**src/rtl/bht_ram.sv**
```systemverilog
// bht_ram: generic single-clock ram, one write port and one registered read port
// depends on nothing

`default_nettype none

module bht_ram #(
    parameter int unsigned WIDTH = 8,
    parameter int unsigned DEPTH = 16
) (
    input  wire logic                      aclk,
    input  wire logic                      wr_en,
    input  wire logic [$clog2(DEPTH)-1:0]  wr_addr,
    input  wire logic [WIDTH-1:0]          wr_data,
    input  wire logic                      rd_en,
    input  wire logic [$clog2(DEPTH)-1:0]  rd_addr,
    output logic      [WIDTH-1:0]          rd_data
);

    logic [WIDTH-1:0] mem [DEPTH];

    always_ff @(posedge aclk) begin
        if (wr_en) begin
            mem[wr_addr] <= wr_data;
        end
        if (rd_en) begin
            rd_data <= mem[rd_addr];
        end
    end

endmodule

`default_nettype wire
```
**config.mk**
```make
export PLATFORM = sky130hd
export DESIGN_NAME = bht_ram
export DESIGN_NICKNAME = d
export VERILOG_FILES = /design/src/rtl/bht_ram.sv
export SDC_FILE = /design/constraint.sdc
export NUM_CORES = 1
export LEC_CHECK = 0
export BUFFER_PORTS_ARGS = -buffer_cell sky130_fd_sc_hd__buf_2
export CORE_MARGIN = 3
export CORE_UTILIZATION = 65
export CTS_CLUSTER_DIAMETER = 50
export DETAILED_ROUTE_END_ITERATION = 10
export PLACE_DENSITY = 0.95
export SETUP_SLACK_MARGIN = 0.5
export SYNTH_ARGS = -nofsm -noshare
export SYNTH_HDL_FRONTEND = slang
export SYNTH_SLANG_ARGS = --single-unit
```
**constraint.sdc**
```tcl
create_clock -name aclk -period 4.8 [get_ports aclk]
set_input_delay 0.96 -clock aclk [delete_from_list [all_inputs] [get_ports aclk]]
set_output_delay 0.96 -clock aclk [all_outputs]
set_load 0.1 [all_outputs]
```
* Word level (Yosys, flattened, before mapping) *
Memories as Yosys holds them, arrays and structs flattened. A register that Yosys moved wholly into a read port is not among the register bits.
Index checks and enable logic that the tools add are counted.

word-level totals
  register bits after elaboration = 0
  memory bits (writable) = 128
  word-level logic and storage cells = 3
  memories = 1

operators by class
  mux-type cells = 2

memory list
  memory  words  bits a word  read ports  clocked after memory_dff  wr ports  RTL line  RTL
  mem     16     8            1           1                         1         19        logic [WIDTH-1:0] mem [DEPTH];

operator list
  cell    number
  $mux 1  2

* Longest topological paths before layout *
Gate-level depths: netlist (run 1).

  word-level depth = 2
  gate-level depth with buffers = 5

* Least setup slack after synthesis (run 1) *
Ideal clock, no wire load.

  kind = input-to-reg
  start = input wr_addr[2]
  end = memory mem[0][0] (enable)
  arrival time = 2.070 ns
  data required time = 4.417 ns
  setup slack = 2.347 ns
  stages on the path = 2
  path buffers = 0
  cell sequence = or3b_2 > nor3_1

RTL lines
  what             RTL line  RTL
  start, declared  12        input wire logic [$clog2(DEPTH)-1:0] wr_addr,
  end, declared    19

Straight into the memory's write port.

==> results of run 1 <==
==> metrics by stage <==
step | hold slack (ns) | cells | total power, mW | worst slack [ns] | instance area (sq um)
after global placement | 0.7295 | 351 | 1.518 | 1.806 | 5429
after CTS | 0.7464 | 382 | 3.052 | 2.273 | 6122
after global routing | 0.7730 | 382 | 3.112 | 2.130 | 6122
final | 0.7505 | 382 | 3.030 | 2.292 | 6122
after floorplan | 0.7048 | 229 | 1.478 | 2.347 | 5228
after detailed placement | 0.7331 | 351 | 1.524 | 1.804 | 5429
==> cells in the mapped netlist <==
cell,number,share of area [%]
buf_2,3,0.29
and2b_1,1,0.14
nor2_1,13,0.93
and2_1,1,0.12
a22oi_1,16,2.3
nand2b_1,2,0.24
nand3b_1,2,0.29
nor3_1,4,0.38
nand3_1,1,0.096
nor2b_1,1,0.12
mux4_1,14,7.0
or3b_2,1,0.17
buf_4,1,0.14
nand2_1,9,0.65
mux4_2,18,7.8
buf_6,3,0.65
clkdlybuf4s25_2,3,0.57
edfxtp_1,136,78
==> state kept, by name (all words and copies together) (netlist names) <==
signal / flops
rd_data: 8
mem: 128
==> cell usage in the layout (no fill, tap or decap), drive strengths merged <==
cell,n
nor3,4
and2b,1
clkinv,2
nand2,9
buf,30
or3b,1
bufinv,8
clkbuf,18
nor2,13
a22oi,16
and2,1
nor2b,1
nand2b,2
clkinvlp,3
edfxtp,136
nand3b,2
mux4,32
nand3,1
==> report_power, final <==
part / leakage (nW) / internal, mW / switching, mW
registers: 1.24 / 1.34 / 0.00891
logic: 0.494 / 0.0467 / 0.109
clock network: 0.325 / 1.05 / 0.478
==> cells by family after synthesis <==
logic type             Yosys count  share of synthesized area [%]
DFF                            136                          78.12
and+or+nand+nor                 35                          3.136
muxes                           32                          14.79
buffers and inverters           10                          1.651
AOI/OAI and AO/OA               16                          2.298
==> critical path, cell delays in order <==
cell and delay [ns]:
buf_2 0.76, mux4_1 0.68, a22oi_1 0.27, nand2_1 0.08
==> final cells by class <==
| type | count | share of cell area [%] |
|---|---|---|
| well taps | 102 | 2.085 |
| clock buffers | 18 | 6.826 |
| multi-input cells | 83 | 17.27 |
| clock inverters | 13 | 4.496 |
| flip-flops and latches | 136 | 66.71 |
| repair buffers | 30 | 2.616 |
==> per-layer routing <==
| layer | vias to the layer above | part of all wire [%] | wire (microns) |
|---|---|---|---|
| li1 | 1059 | - | - |
| met1 | 1251 | 39 | 4189 |
| met2 | 148 | 49 | 5211 |
| met3 | 17 | 9.6 | 1030 |
| met4 | 0 | 2.3 | 250 |
| met5 | - | 0 | 0 |
==> worst paths after layout <==
path / startpoint / endpoint / slack, ns
setup / recovery: rd_addr[0] / rd_data[4] / 2.29
hold / removal: mem[15][0] / rd_data[0] / 0.75
setup reg to reg: mem[10][4] / rd_data[4] / 3.25
hold reg to reg: mem[15][0] / rd_data[0] / 0.75
==> summary.txt, run 1 <==
Max Cap Viol - 0
Top Ports - 27
Post-CTS Resized - 0
#FFs+latches synth - 136
# port buffers - 26
H-Tree Depth - 4
Avg Inst Size Synth - 22.83 sq um
Largest net degree at the start of global routing - 33
P_leak - 2.055 nW
Remaining global-route overflow - 0
Setup crit start kind - primary input
Final #Nets - 287
DRC viols - 0
Clock Latency Late Sink - 0.52 ns
Final hold violation count - 0
Via count - 2475
M1 GR Usage - 38.16%
Avg WL per Cell - 27.96 microns
CTS tree - built
Fill cells - 380
Drt first pass iters - 4
Final Cycle Share - 52.24%
Grt peak-use layer - met1
Vias in the first global route - 2595
Rel. slew slack - 31.61%
Clock Skew - 0.008761 ns
Die width - 95.68 microns
Mapped cell area - 5228 sq um
Effective utilization at floorplan - 67.30%
Proportion of layout cells with a drive suffix above 1 - 27.86%
Area of the core - 7767 sq um
Routed wire length - 10.68 mm
Max-slew violation count - 0
Syn_nets - 248
Cell variety after synth - 18
Met3 Resource Use GR - 9.866%
Hold Path Depth - 3
Setup TNS - 0 ns
Status - finished, final reports clean
CP endpoint kind - flip-flop
GRT Total Usage - 26.69%
Core Rows - 32
Crit path DAT - 2.77 ns
Initial antenna violation count - 0
Pwr Density - 495.0 nW/um^2
Fmax - 398.8 MHz
Worst-path clk slew - 0.06 ns
GR Layer Usage met2 - 38.16%
VDD IR-drop max - 359.4 uV
Footprint of the multi-input gates - 1057 sq um
Syn Inst Count - 229
Register area share after synthesis - 78.12%
Area grow syn2layout - 17.11%
Final setup vio count - 0
Critical path type - in2reg
Worst EP required - 5.06 ns
Worst Tran Pin Value - 1.026 ns
Seq. cell area - 4084 sq um
CTS buffer count - 17
Clock Tree Buf Depth - 2
Post-layout util - 78.82%
Reg2Reg Depth - 3
Clk root buf - clkbuf_8
Post-CTS setup buffer count - 0
Die area - 9155 sq um
RSZ-0062 raised after global routing - no
Gpl congestion - 0.7607
Global-route wire length before repair - 15.95 mm
CTS Hold Bufs - 0
N_diodes - 0
Die Ht - 95.68 microns
Clock period minus worst slack - 2.508 ns
Max Fanout on Critical Path - 32
Worst hold path class - reg2reg
DR vias/cell - 6.479
Count of routing violations after the opening detailed-route iteration - 315
CTS Sinks - 136
Ys Warns - 0
Post-DP HPWL - 5.665 mm
DRT antenna net count - 0
(Power assumes the default switching activity.)
==> run 2: changes to the inputs <==
Settings changed: ABC_AREA set to 1, CORE_UTILIZATION 65 to 55, PLACE_DENSITY 0.95 to 0.86.
Clock period 4.8 ns to 2.2 ns, I/O delays scaled along.
==> run 2 against run 1 <==
  * Final area grew 9.5%
  * Register-to-register slack lost 2.2 ns
  * Final cell count grew 92%
  * Clock skew is essentially flat
  * Synthesized area grew 12%
  * Critical path depth shrank 3
  * Sequential power grew 120%
  * Global-route usage shrank 3.9 points
==> summary.txt, run 2 <==
Status - finished, final reports clean
R2r setup slk - 1.01 ns
Fill cells - 692
Switching power total - 1.413 mW
Synth async-reset ratio - 0%
Crit path cell chain - buf_4
Top Ports - 27
RR Startpoint - mem[9][0]
DRT antenna net count - 0
Max-slew violation count - 0
Post-CTS Resized - 8
Drt first pass iters - 5
Final Cycle Share - 73.91%
CTS Hold Bufs - 0
Final setup vio count - 0
Setup TNS - 0 ns
Clock Latency Late Sink - 0.53 ns
Area grow syn2layout - 14.66%
Clk root buf - clkbuf_8
Initial antenna violation count - 0
Ys Warns - 0
Most frequent cells in the layout - 173 x nand2_1, 136 x edfxtp_1, 100 x inv_1
VDD IR-drop max - 585.6 uV
DRC viols - 0
Remaining global-route overflow - 0
Post-DP HPWL - 7.442 mm
Rel. slew slack - 52.67%
Number of synthesized flops with an enable pin - 136
DR vias/cell - 5.410
Global-route wire length before repair - 19.67 mm
Proportion of layout cells with a drive suffix above 1 - 12.19%
Critical path type - reg2out
Largest net degree at the start of global routing - 65
Worst-path clk slew - 0.06 ns
Clock period minus worst slack - 1.626 ns
P_leak - 2.900 nW
Pwr Density - 902.6 nW/um^2
Largest register by flop count - mem
Synth area leaders - edfxtp_1 70%, nand2_1 11%, nand3_1 8.3%
Max Cap Viol - 0
Post-CTS setup buffer count - 0
CTS tree - built
Routed wire length - 12.60 mm
Setup crit start kind - flip-flop
Register area share after synthesis - 69.85%
CTS buffer count - 17
Seq. cell area - 4084 sq um
Hold EP - rd_data[3]
Most area-hungry cell type in the Yosys netlist - edfxtp_1
Vias in the first global route - 3760
Effective utilization at floorplan - 56.64%
Sw Share - 23.35%
Footprint of the multi-input gates - 1214 sq um
Clock share of power - 44.2%
Top cells by count, synth - 173 x nand2_1, 136 x edfxtp_1, 100 x inv_1
Via count - 3976
Count leader, synth - nand2_1
Die area - 11900 sq um
Regs by FF count - mem x128, rd_data x8
GRT Total Usage - 22.83%
Die width - 109.1 microns
Area of the core - 10320 sq um
Worst Tran Pin Value - 0.7073 ns
RSZ-0062 raised after global routing - no
Mapped cell area - 5847 sq um
Syn_nets - 570
Worst EP required - 1.76 ns
N_diodes - 0
# port buffers - 26
Die Ht - 109.1 microns
Commonest non-fill, non-tap cell in the layout - nand2_1
Avg Inst Size Synth - 10.61 sq um
Gate power share - 7.3%
Clock Skew - 0.009157 ns
Final hold violation count - 0
FF-to-FF End - rd_data[0]
Fmax - 615.0 MHz
H-Tree Depth - 4
Most used DFF post-synth - edfxtp_1
Cell variety after synth - 11
Avg WL per Cell - 17.14 microns
Core Rows - 37
#FFs+latches synth - 136
Crit path DAT - 1.19 ns
CP endpoint kind - output port
Reg2Reg Depth - 6
Slowest cell on crit path - edfxtp_1
Final #Nets - 606
Crit path buf inv count - 1
Hold Path Depth - 1
Reg power frac - 48.5%
Max Fanout on Critical Path - 1
CTS Sinks - 136
Syn Inst Count - 551
Gpl congestion - 0.8292
Worst hold slack - 0.2598 ns
Count of routing violations after the opening detailed-route iteration - 617
Largest delay share family, worst path - flip-flops
Worst hold path class - in2reg
Crit-path max cell delay - 0.36 ns
Post-synth top area share - 69.85%
Internal - 4.638 mW
Clock Tree Buf Depth - 2
Flip-flop count of the largest register after layout - 128
Hold path start - rd_en
==> run 2: kinds of logic (layout without fill, tap and decap cells) <==
| logic type | count (synthesis) | in the layout | share of synthesized area, % |
|---|---|---|---|
| buf+inv | 126 | 174 | 9.394 |
| flops | 136 | 136 | 69.85 |
| simple gates | 289 | 289 | 20.76 |
==> run 2: worst reg2reg max path: cells and delay by family (launching register included) <==
family                 cells  cell delay, ns
buffers and inverters      1            0.07
and+or+nand+nor            5            0.53
DFF                        1            0.36
==> run 2: stage by stage <==
stage          power (mW)  utilization, %  worst slack (ns)  area [sq um]  std cells
2_1_floorplan       3.282               -            0.8092          5847        551
3_3_place_gp        3.400           59.27            0.5144          6118        704
3_5_place_dp        3.413           59.27            0.4869          6118        704
4_1_cts             6.063           64.94            0.5613          6704        735
5_1_grt             6.215           64.94            0.5506          6704        735
6_report            6.051           64.94            0.5741          6704        735
==> run 2: cell type report <==
type	count	area share, %
multi-input combinational	289	18.10
clock inverter	14	2.258
inverter	102	5.711
sequential	136	60.92
timing repair buffer	41	4.293
tap	136	2.538
clock buffer	17	6.178
==> run 2: metal layers <==
layer  vias up  GRT usage, %  share of wire (%)
li1       1854             -                  -
met1      1842         30.38                 38
met5         -             0                  0
met4         0         9.648                3.0
met3        32         6.750                 11
met2       248         35.22                 48
==> run 2: worst max-delay path by stage <==
stage                    start    endpoint  slack [ns]  cells past startpoint
detailed placement  wr_addr[2]  mem[10][4]        0.49                      3
global route        rd_data[1]  rd_data[1]        0.55                      1
global placement    wr_addr[0]  mem[14][6]        0.51                      4
finish              rd_data[1]  rd_data[1]        0.57                      1
floorplan           wr_addr[2]  mem[10][0]        0.81                      2
CTS                 rd_data[1]  rd_data[1]        0.56                      1
==> run 2: power groups by stage <==
stage | Combinational (mW) | Sequential, mW | Clock, mW
6_report | 0.443 | 2.94 | 2.67
3_3_place_gp | 0.413 | 2.99 | 0
2_1_floorplan | 0.205 | 3.08 | 0
4_1_cts | 0.439 | 2.94 | 2.69
3_5_place_dp | 0.425 | 2.99 | 0
5_1_grt | 0.479 | 2.94 | 2.80
